File: config.mk
export PLATFORM = sky130hd
export DESIGN_NAME = srfb_draw
export DESIGN_NICKNAME = d
export VERILOG_FILES = /design/src/rtl/srfb_pkg.sv /design/src/rtl/srfb_draw.sv
export SDC_FILE = /design/constraint.sdc
export NUM_CORES = 1
export LEC_CHECK = 0
export ABC_AREA = 1
export BUFFER_PORTS_ARGS = -buffer_cell sky130_fd_sc_hd__buf_2
export CORE_AREA = 2 2 274 222
export CTS_CLUSTER_DIAMETER = 50
export DETAILED_ROUTE_END_ITERATION = 6
export DIE_AREA = 0 0 276 224
export PLACE_DENSITY = 0.59
export SYNTH_ARGS = -nofsm -noshare
export SYNTH_HDL_FRONTEND = slang
export SYNTH_SLANG_ARGS = --single-unit
File: constraint.sdc
create_clock -name clk -period 13.6 [get_ports clk]
set_input_delay 2.04 -clock clk [delete_from_list [all_inputs] [get_ports clk]]
set_output_delay 2.04 -clock clk [all_outputs]
set_load 0.01 [all_outputs]
File: src/rtl/srfb_pkg.sv
// Shared constants, types and the clip function of the shape rasterizer framebuffer.
// Used by srfb_plot, srfb_draw and the top level; depends on nothing.
package srfb_pkg;

	localparam int MAX_COLUMNS = 64;
	localparam int MAX_ROWS    = 32;
	localparam int COORD_BITS  = 12;

	localparam int CELL_COUNT = MAX_COLUMNS * MAX_ROWS;
	localparam int ADDR_W     = $clog2(CELL_COUNT);
	localparam int COLOR_W    = 3;
	localparam int KIND_W     = 3;
	localparam int SIZE_W     = 11;
	localparam int CW_W       = 7;
	localparam int CH_W       = 6;
	// plot coordinates after adding offsets or sizes
	localparam int EXT_W      = ((COORD_BITS > SIZE_W) ? COORD_BITS : SIZE_W) + 2;
	localparam int ERR_W      = COORD_BITS + 4;
	localparam int D_W        = SIZE_W + 5;

	localparam logic [KIND_W-1:0] KIND_LINE  = 3'd0;
	localparam logic [KIND_W-1:0] KIND_RECT  = 3'd1;
	localparam logic [KIND_W-1:0] KIND_TRI   = 3'd2;
	localparam logic [KIND_W-1:0] KIND_CIRC  = 3'd3;
	localparam logic [KIND_W-1:0] KIND_CLEAR = 3'd4;
	localparam logic [KIND_W-1:0] KIND_READ  = 3'd5;

	localparam logic [CW_W-1:0] CANVAS_W_RESET = 7'd60;
	localparam logic [CH_W-1:0] CANVAS_H_RESET = 6'd20;

	typedef struct packed {
		logic [KIND_W-1:0]            kind;
		logic signed [COORD_BITS-1:0] ax;
		logic signed [COORD_BITS-1:0] ay;
		logic signed [COORD_BITS-1:0] bx;
		logic signed [COORD_BITS-1:0] by;
		logic signed [COORD_BITS-1:0] cx;
		logic signed [COORD_BITS-1:0] cy;
		logic [SIZE_W-1:0]            rw;
		logic [SIZE_W-1:0]            rh;
		logic [SIZE_W-1:0]            rad;
		logic [COLOR_W-1:0]           color;
	} cmd_t;

	typedef struct packed {
		logic [COLOR_W-1:0] color;
		logic               in_range;
	} result_t;

	typedef struct packed {
		logic                    valid;
		logic                    clear;
		logic [ADDR_W-1:0]       clr_addr;
		logic signed [EXT_W-1:0] x;
		logic signed [EXT_W-1:0] y;
		logic [COLOR_W-1:0]      color;
	} plot_req_t;

	typedef struct packed {
		logic signed [EXT_W-1:0] x;
		logic signed [EXT_W-1:0] y;
	} read_req_t;

	typedef struct packed {
		logic               in_canvas;
		logic [COLOR_W-1:0] color;
	} read_rsp_t;

	function automatic logic on_canvas(logic signed [EXT_W-1:0] x, logic signed [EXT_W-1:0] y,
			logic [CW_W-1:0] cw, logic [CH_W-1:0] ch);
		logic [EXT_W-1:0] xu;
		logic [EXT_W-1:0] yu;
		xu = x;
		yu = y;
		return !x[EXT_W-1] && !y[EXT_W-1] && (32'(xu) < 32'(cw)) && (32'(yu) < 32'(ch))
			&& (32'(xu) < MAX_COLUMNS) && (32'(yu) < MAX_ROWS);
	endfunction

	function automatic logic [ADDR_W-1:0] cell_addr(logic signed [EXT_W-1:0] x,
			logic signed [EXT_W-1:0] y);
		logic [EXT_W-1:0] xu;
		logic [EXT_W-1:0] yu;
		xu = x;
		yu = y;
		return ADDR_W'(32'(yu) * MAX_COLUMNS + 32'(xu));
	endfunction

endpackage

File: src/rtl/srfb_draw.sv
// Command sequencer: line walker, rectangle and circle stepper, clear sweep, cell read.
// Emits at most one plot per cycle into srfb_plot; depends on srfb_pkg.
module srfb_draw (
	input  logic                 clk,
	input  logic                 arst_n,
	input  logic                 in_valid,
	output logic                 in_ready,
	input  srfb_pkg::cmd_t       cmd,
	output logic                 res_valid,
	input  logic                 res_ready,
	output srfb_pkg::result_t    res,
	output srfb_pkg::plot_req_t  plot,
	output srfb_pkg::read_req_t  rd,
	input  srfb_pkg::read_rsp_t  rsp
);

	localparam int CB = srfb_pkg::COORD_BITS;
	localparam int EW = srfb_pkg::EXT_W;
	localparam int RW = srfb_pkg::ERR_W;
	localparam int DW = srfb_pkg::D_W;
	localparam int AW = srfb_pkg::ADDR_W;

	typedef enum logic [9:0] {
		ST_CLEAR  = 10'b0000000001,
		ST_IDLE   = 10'b0000000010,
		ST_LSETUP = 10'b0000000100,
		ST_LINE   = 10'b0000001000,
		ST_RECT_H = 10'b0000010000,
		ST_RECT_V = 10'b0000100000,
		ST_CIRC   = 10'b0001000000,
		ST_READ   = 10'b0010000000,
		ST_RWAIT  = 10'b0100000000,
		ST_DONE   = 10'b1000000000
	} state_t;

	state_t               state_q;
	srfb_pkg::cmd_t       cmd_q;
	srfb_pkg::result_t    res_q;
	logic [AW-1:0]        clr_cnt_q;
	logic                 clr_cmd_q;
	logic signed [CB-1:0] walk_x_q;
	logic signed [CB-1:0] walk_y_q;
	logic signed [RW-1:0] err_q;
	logic [CB-1:0]        dx_q;
	logic [CB-1:0]        dy_q;
	logic                 sx_neg_q;
	logic                 sy_neg_q;
	logic [1:0]           seg_q;
	logic [srfb_pkg::SIZE_W-1:0] i_q;
	logic                 phase_q;
	logic signed [EW-1:0] px_q;
	logic signed [EW-1:0] py_q;
	logic signed [DW-1:0] d_q;
	logic [2:0]           oct_q;

	// line endpoints of the current segment
	logic signed [CB-1:0] x0, y0, x1, y1;
	logic signed [EW-1:0] ddx, ddy;
	logic [CB-1:0]        adx, ady;
	logic signed [RW:0]   twice, pdx, pdy;
	logic                 step_x, step_y, at_end;
	logic signed [EW-1:0] rx, ry, rxe, rye, ccx, ccy;
	logic signed [EW-1:0] cpx, cpy;
	logic                 circ_over;

	always_comb begin
		unique case (seg_q)
			2'd1: begin
				x0 = cmd_q.bx; y0 = cmd_q.by; x1 = cmd_q.cx; y1 = cmd_q.cy;
			end
			2'd2: begin
				x0 = cmd_q.cx; y0 = cmd_q.cy; x1 = cmd_q.ax; y1 = cmd_q.ay;
			end
			default: begin
				x0 = cmd_q.ax; y0 = cmd_q.ay; x1 = cmd_q.bx; y1 = cmd_q.by;
			end
		endcase
		ddx    = EW'(x1) - EW'(x0);
		ddy    = EW'(y1) - EW'(y0);
		adx    = ddx[EW-1] ? CB'(-ddx) : CB'(ddx);
		ady    = ddy[EW-1] ? CB'(-ddy) : CB'(ddy);
		twice  = (RW+1)'(err_q) <<< 1;
		pdx    = (RW+1)'({1'b0, dx_q});
		pdy    = (RW+1)'({1'b0, dy_q});
		step_x = twice > -pdy;
		step_y = twice < pdx;
		at_end = (walk_x_q == x1) && (walk_y_q == y1);

		rx  = EW'(cmd_q.ax);
		ry  = EW'(cmd_q.ay);
		rxe = rx + EW'(cmd_q.rw) - EW'(1);
		rye = ry + EW'(cmd_q.rh) - EW'(1);
		ccx = rx;
		ccy = ry;
		circ_over = px_q > py_q;
		unique case (oct_q)
			3'd0: begin cpx = ccx + px_q; cpy = ccy + py_q; end
			3'd1: begin cpx = ccx - px_q; cpy = ccy + py_q; end
			3'd2: begin cpx = ccx + px_q; cpy = ccy - py_q; end
			3'd3: begin cpx = ccx - px_q; cpy = ccy - py_q; end
			3'd4: begin cpx = ccx + py_q; cpy = ccy + px_q; end
			3'd5: begin cpx = ccx - py_q; cpy = ccy + px_q; end
			3'd6: begin cpx = ccx + py_q; cpy = ccy - px_q; end
			default: begin cpx = ccx - py_q; cpy = ccy - px_q; end
		endcase
	end

	// plot request for the current cycle
	always_comb begin
		plot.valid    = 1'b0;
		plot.clear    = 1'b0;
		plot.clr_addr = clr_cnt_q;
		plot.x        = EW'(walk_x_q);
		plot.y        = EW'(walk_y_q);
		plot.color    = cmd_q.color;
		unique case (state_q)
			ST_CLEAR: begin
				plot.valid = 1'b1;
				plot.clear = 1'b1;
			end
			ST_LINE: plot.valid = 1'b1;
			ST_RECT_H: begin
				plot.valid = 1'b1;
				plot.x     = rx + EW'(i_q);
				plot.y     = phase_q ? rye : ry;
			end
			ST_RECT_V: begin
				plot.valid = 1'b1;
				plot.x     = phase_q ? rxe : rx;
				plot.y     = ry + EW'(i_q);
			end
			ST_CIRC: begin
				plot.valid = !(oct_q == 3'd0 && circ_over);
				plot.x     = cpx;
				plot.y     = cpy;
			end
			default: ;
		endcase
		rd.x = rx;
		rd.y = ry;
	end

	assign in_ready  = (state_q == ST_IDLE);
	assign res_valid = (state_q == ST_DONE);
	assign res       = res_q;

	always_ff @(posedge clk or negedge arst_n) begin
		if (!arst_n) begin
			state_q   <= ST_CLEAR;
			clr_cnt_q <= '0;
			clr_cmd_q <= 1'b0;
			seg_q     <= '0;
			walk_x_q  <= '0;
			walk_y_q  <= '0;
			err_q     <= '0;
		end else begin
			unique case (state_q)
				ST_CLEAR: begin
					clr_cnt_q <= clr_cnt_q + AW'(1);
					if (32'(clr_cnt_q) == srfb_pkg::CELL_COUNT - 1) begin
						state_q <= clr_cmd_q ? ST_DONE : ST_IDLE;
					end
				end
				ST_IDLE: begin
					if (in_valid) begin
						seg_q     <= '0;
						clr_cnt_q <= '0;
						clr_cmd_q <= 1'b1;
						priority case (cmd.kind)
							srfb_pkg::KIND_LINE, srfb_pkg::KIND_TRI: state_q <= ST_LSETUP;
							srfb_pkg::KIND_RECT: begin
								state_q <= (cmd.rw == '0 || cmd.rh == '0) ? ST_DONE : ST_RECT_H;
							end
							srfb_pkg::KIND_CIRC:  state_q <= ST_CIRC;
							srfb_pkg::KIND_CLEAR: state_q <= ST_CLEAR;
							srfb_pkg::KIND_READ:  state_q <= ST_READ;
							default:              state_q <= ST_DONE;
						endcase
					end
				end
				ST_LSETUP: begin
					walk_x_q <= x0;
					walk_y_q <= y0;
					err_q    <= RW'({1'b0, adx}) - RW'({1'b0, ady});
					state_q  <= ST_LINE;
				end
				ST_LINE: begin
					if (at_end) begin
						if (cmd_q.kind == srfb_pkg::KIND_TRI && seg_q != 2'd2) begin
							seg_q   <= seg_q + 2'd1;
							state_q <= ST_LSETUP;
						end else begin
							seg_q   <= '0;
							state_q <= ST_DONE;
						end
					end else begin
						err_q <= RW'(32'(err_q) - (step_x ? 32'(dy_q) : 32'd0)
							+ (step_y ? 32'(dx_q) : 32'd0));
						if (step_x) begin
							walk_x_q <= sx_neg_q ? walk_x_q - CB'(1) : walk_x_q + CB'(1);
						end
						if (step_y) begin
							walk_y_q <= sy_neg_q ? walk_y_q - CB'(1) : walk_y_q + CB'(1);
						end
					end
				end
				ST_RECT_H: begin
					if (phase_q && i_q == cmd_q.rw - 1'b1) begin
						state_q <= ST_RECT_V;
					end
				end
				ST_RECT_V: begin
					if (phase_q && i_q == cmd_q.rh - 1'b1) begin
						state_q <= ST_DONE;
					end
				end
				ST_CIRC: begin
					if (oct_q == 3'd0 && circ_over) begin
						state_q <= ST_DONE;
					end
				end
				ST_READ:  state_q <= ST_RWAIT;
				ST_RWAIT: state_q <= ST_DONE;
				ST_DONE: begin
					if (res_ready) begin
						state_q <= ST_IDLE;
					end
				end
				default: state_q <= ST_IDLE;
			endcase
		end
	end

	// datapath registers without reset
	always_ff @(posedge clk) begin
		unique case (state_q)
			ST_IDLE: begin
				cmd_q   <= cmd;
				res_q   <= '0;
				i_q     <= '0;
				phase_q <= 1'b0;
				px_q    <= '0;
				py_q    <= EW'({1'b0, cmd.rad});
				d_q     <= DW'(3) - (DW'(cmd.rad) <<< 1);
				oct_q   <= '0;
			end
			ST_LSETUP: begin
				dx_q     <= adx;
				dy_q     <= ady;
				sx_neg_q <= !(x0 < x1);
				sy_neg_q <= !(y0 < y1);
			end
			ST_RECT_H, ST_RECT_V: begin
				phase_q <= !phase_q;
				if (phase_q) begin
					if ((state_q == ST_RECT_H && i_q == cmd_q.rw - 1'b1) ||
							(state_q == ST_RECT_V && i_q == cmd_q.rh - 1'b1)) begin
						i_q <= '0;
					end else begin
						i_q <= i_q + 1'b1;
					end
				end
			end
			ST_CIRC: begin
				if (!(oct_q == 3'd0 && circ_over)) begin
					oct_q <= oct_q + 3'd1;
					if (oct_q == 3'd7) begin
						// advance the midpoint decision after the eighth plot
						if (d_q[DW-1]) begin
							d_q <= d_q + (DW'(px_q) <<< 2) + DW'(6);
						end else begin
							d_q  <= d_q + (DW'(px_q - py_q) <<< 2) + DW'(10);
							py_q <= py_q - EW'(1);
						end
						px_q <= px_q + EW'(1);
					end
				end
			end
			ST_RWAIT: begin
				res_q.color    <= rsp.color;
				res_q.in_range <= rsp.in_canvas;
			end
			default: ;
		endcase
	end

endmodule

==> flow_summary.json <==
{
  "die_h_um": 224,
  "final_common_cell": "nand2_1",
  "crit_path_start_kind": "flip-flop",
  "slew_headroom_pct": 27.64,
  "final_nets": 4341,
  "critPathSlowestCell": "nor2_1",
  "ant_nets": 0,
  "synth-seq-area-share_pct": 27.50,
  "slowest_delay_ns": 0.82,
  "fin_crit_ns": 6.948,
  "final_cell_mix": "975 x nand2_1, 592 x inv_1, 288 x nor2_1",
  "area_growth_pct": 11.15,
  "synth.top_cell.area_share_pct": 21.42,
  "place_area_um2": 27950,
  "outcome": "finished with violations",
  "synth_area_um2": 26360,
  "port_buffers": 196,
  "start_util_pct": 44.63,
  "grt-ovfl-total": 0,
  "numCtsBuffers": 40,
  "final_util_pct": 49.61,
  "vias": 25750,
  "setup_violations": 0,
  "synth-seq-cells": 252,
  "postCtsSetupRepairBufs": 0,
  "die-area_um2": 61820,
  "fin_crit_sh_pct": 51.09,
  "max_freq_ghz": 0.1439,
  "worst-path-max-fanout": 13,
  "crit_arrival_ns": 4.91,
  "slew_violations": 0,
  "synth_top_area_cell": "edfxtp_1",
  "crit_family": "compound AO/OA/AOI/OAI gates",
  "cp-end-kind": "primary output",
  "cts_max_level": 2,
  "first_pass_iters": 7,
  "syn_avg_cell_area_um2": 7.020,
  "clock_sinks": 252,
  "routedWlPerCell_um": 19.35,
  "syn_nets": 4181,
  "drtIter0Drc": 2319,
  "dieWidth_um": 276,
  "synth-edff-count": 188,
  "fin_area_um2": 29300,
  "cap_violations": 0,
  "track_usage_pct": 29.06,
  "fillers": 6032,
  "fin_skew_ns": 0.03661,
  "tns_ns": 0,
  "pre_cts_ws_ns": 7.330,
  "hold_violations": 0,
  "routed_wl_mm": 91.43,
  "fin_ws_ns": 6.652,
  "viasPerCell": 5.449,
  "hpwlAfterDp_mm": 72.81,
  "drc": 1,
  "grt_pass1_vias": 23500,
  "rsz0062_at_grt": "false",
  "ys_async_sr_fraction_pct": 25.40,
  "ios": 197,
  "critPathKind": "flip-flop to primary output",
  "drive_gt1_share_pct": 8.893,
  "grt_pass1_wl_mm": 138.4,
  "cts_hold_buf": 0,
  "yosysUniqueCellTypes": 67,
  "cts.reportedPaths.clkPinSlew_ns": 0.06,
  "hold_path.class": "flip-flop to flip-flop",
  "cts_tree": "done",
  "clock_path_buffers": 3,
  "antenna_cells": 0,
  "crit_chain": "ha_1 -> ha_1 -> inv_1 -> o21ai_1 -> nor2_1 -> inv_1 -> o22ai_1 -> inv_1 -> ha_1 -> nand3_1 -> nand3_1 -> inv_1 -> nor2_1 -> nor2_1 -> o21ai_0 -> inv_1 -> o21ai_0 -> nor2_1 -> o211ai_1 -> buf_2",
  "worst_slew_pin_slew_ns": 1.085,
  "grt_max_degree": 67,
  "gp_congestion": 0.9827,
  "yosys_warnings": 0,
  "path_buf_inv": 6,
  "path_common_cell": "inv_1",
  "num_rows": 80,
  "synth-main-ff-cell": "edfxtp_1",
  "cts-resized-gates": 0,
  "failed_checks": "design-rule violations",
  "syn_inst": 3755,
  "antenna_found_initial": 2,
  "insertion_delay_ns": 0.59,
  "core-area_um2": 59060,
  "ys_top_cells_by_area": "edfxtp_1 21%, nand2_1 14%, ha_1 13%, inv_1 8.4%, dfrtp_1 6.0%",
  "crit_required_ns": 11.56,
  "root_buffer": "clkbuf_16"
}
per-stage QoR:
| stage | hold WS (ns) | instances |
|---|---|---|
| 6_report | 0.5202 | 4726 |
| 5_1_grt | 0.5614 | 4726 |
| 4_1_cts | 0.5045 | 4726 |
| 3_5_place_dp | 0.4890 | 4652 |
| 3_3_place_gp | 0.4894 | 4652 |
| 2_1_floorplan | 0.4472 | 3755 |
metal layers:
metal  vias to the layer above  global-route usage [%]  wire, um
li1                      12800                       -         -
met3                       147                   5.131      7823
met4                         2                   10.52      3241
met1                     11750                   42.92     43880
met2                      1053                   42.16     36470
met5                         -                       0         7
worst reg2reg max path: stages (launching register included):
cell and delay (ns):
dfrtp_1 0.37, inv_1 0.07, ha_2 0.76, inv_2 0.58, o21ai_0 0.40, inv_1 0.08, ha_1 0.24, fa_1 0.43
o21ai_0 0.30, nand2_1 0.10, nand2_1 0.12, inv_1 0.06, o21ai_0 0.21, nand2_1 0.08, nand2_1 0.11, inv_1 0.18
o21ai_0 0.44, inv_1 0.12, fa_1 0.48, inv_1 0.14, nand3_1 0.10, nand4_1 0.15, a21oi_1 0.07, o21ai_0 0.39
o21ai_0 0.19, nand2_1 0.09, o21ai_1 0.07
state kept, by name (all words and copies together) (netlist names):
name / cells
err_q: 16
py_q: 14
px_q: 14
clr_cmd_q: 1
i_q: 11
dx_q: 12
oct_q: 3
sx_neg_q: 1
seg_q: 2
clr_cnt_q: 11
cmd_q: 73
walk_y_q: 12
phase_q: 1
rd: 24
dy_q: 12
sy_neg_q: 1
plot: 3
d_q: 15
res: 4
walk_x_q: 12
state_q: 10
cells in the mapped netlist, types with 4 or more instances:
library cell	number
a211oi_1	4
a21boi_0	9
a21o_1	17
a21oi_1	215
a221o_1	13
a22oi_1	5
a31oi_1	12
buf_1	5
buf_2	16
buf_4	34
buf_6	4
clkbuf_1	37
dfrtp_1	63
edfxtp_1	188
fa_1	26
ha_1	281
inv_1	593
inv_2	9
nand2_1	976
nand3_1	251
nand3b_1	12
nand4_1	48
nor2_1	289
nor3_1	59
nor3b_1	4
nor4_1	12
o2111ai_1	32
o211ai_1	17
o21a_1	7
o21ai_0	222
o21ai_1	15
o21ai_2	14
o21bai_1	29
o221ai_1	5
o22ai_1	16
o31ai_1	7
or2_0	4
or2_2	26
xnor2_1	28
xor2_1	108
path summary, 6_finish.rpt:
check | startpoint | endpoint | slack [ns] | cells after the start
max | oct_q[0]$_SDFFCE_PN0P_ | plot[28] | 6.65 | 20
max in group asynchronous | arst_n | walk_y_q[9]$_DFFE_PN0P_ | 11.26 | 2
min in group asynchronous | arst_n | err_q[9]$_DFFE_PN0P_ | 1.30 | 1
min | clr_cmd_q$_DFFE_PN0P_ | clr_cmd_q$_DFFE_PN0P_ | 0.52 | 2
min reg2reg | clr_cmd_q$_DFFE_PN0P_ | clr_cmd_q$_DFFE_PN0P_ | 0.52 | 2
max reg2reg | seg_q[0]$_DFFE_PN0P_ | err_q[14]$_DFFE_PN0P_ | 7.14 | 26
layout make-up:
class / instances / area [um^2] / area share, %
flip-flops and latches: 252 / 7248 / 24.74
multi-input cells: 2802 / 16330 / 55.74
clock inverters: 29 / 330.3 / 1.127
clock buffers: 45 / 1020 / 3.481
repair buffers: 215 / 1126 / 3.844
inverters: 604 / 2270 / 7.747
well taps: 779 / 974.7 / 3.327
logic make-up (layout without fill, tap and decap cells):
family / count (synthesis) / count (layout) / share of synthesized area [%]
compound gates: 654 / 654 / 14.64
xor+xnor: 136 / 136 / 4.519
fa+ha+maj: 307 / 307 / 15.31
buf+inv: 701 / 893 / 10.66
flops: 252 / 252 / 27.50
mux: 3 / 3 / 0.1139
simple gates: 1702 / 1702 / 27.25
Power is not shown: default switching activity piles up to over one toggle a cycle in this logic, so the estimate is an artifact.
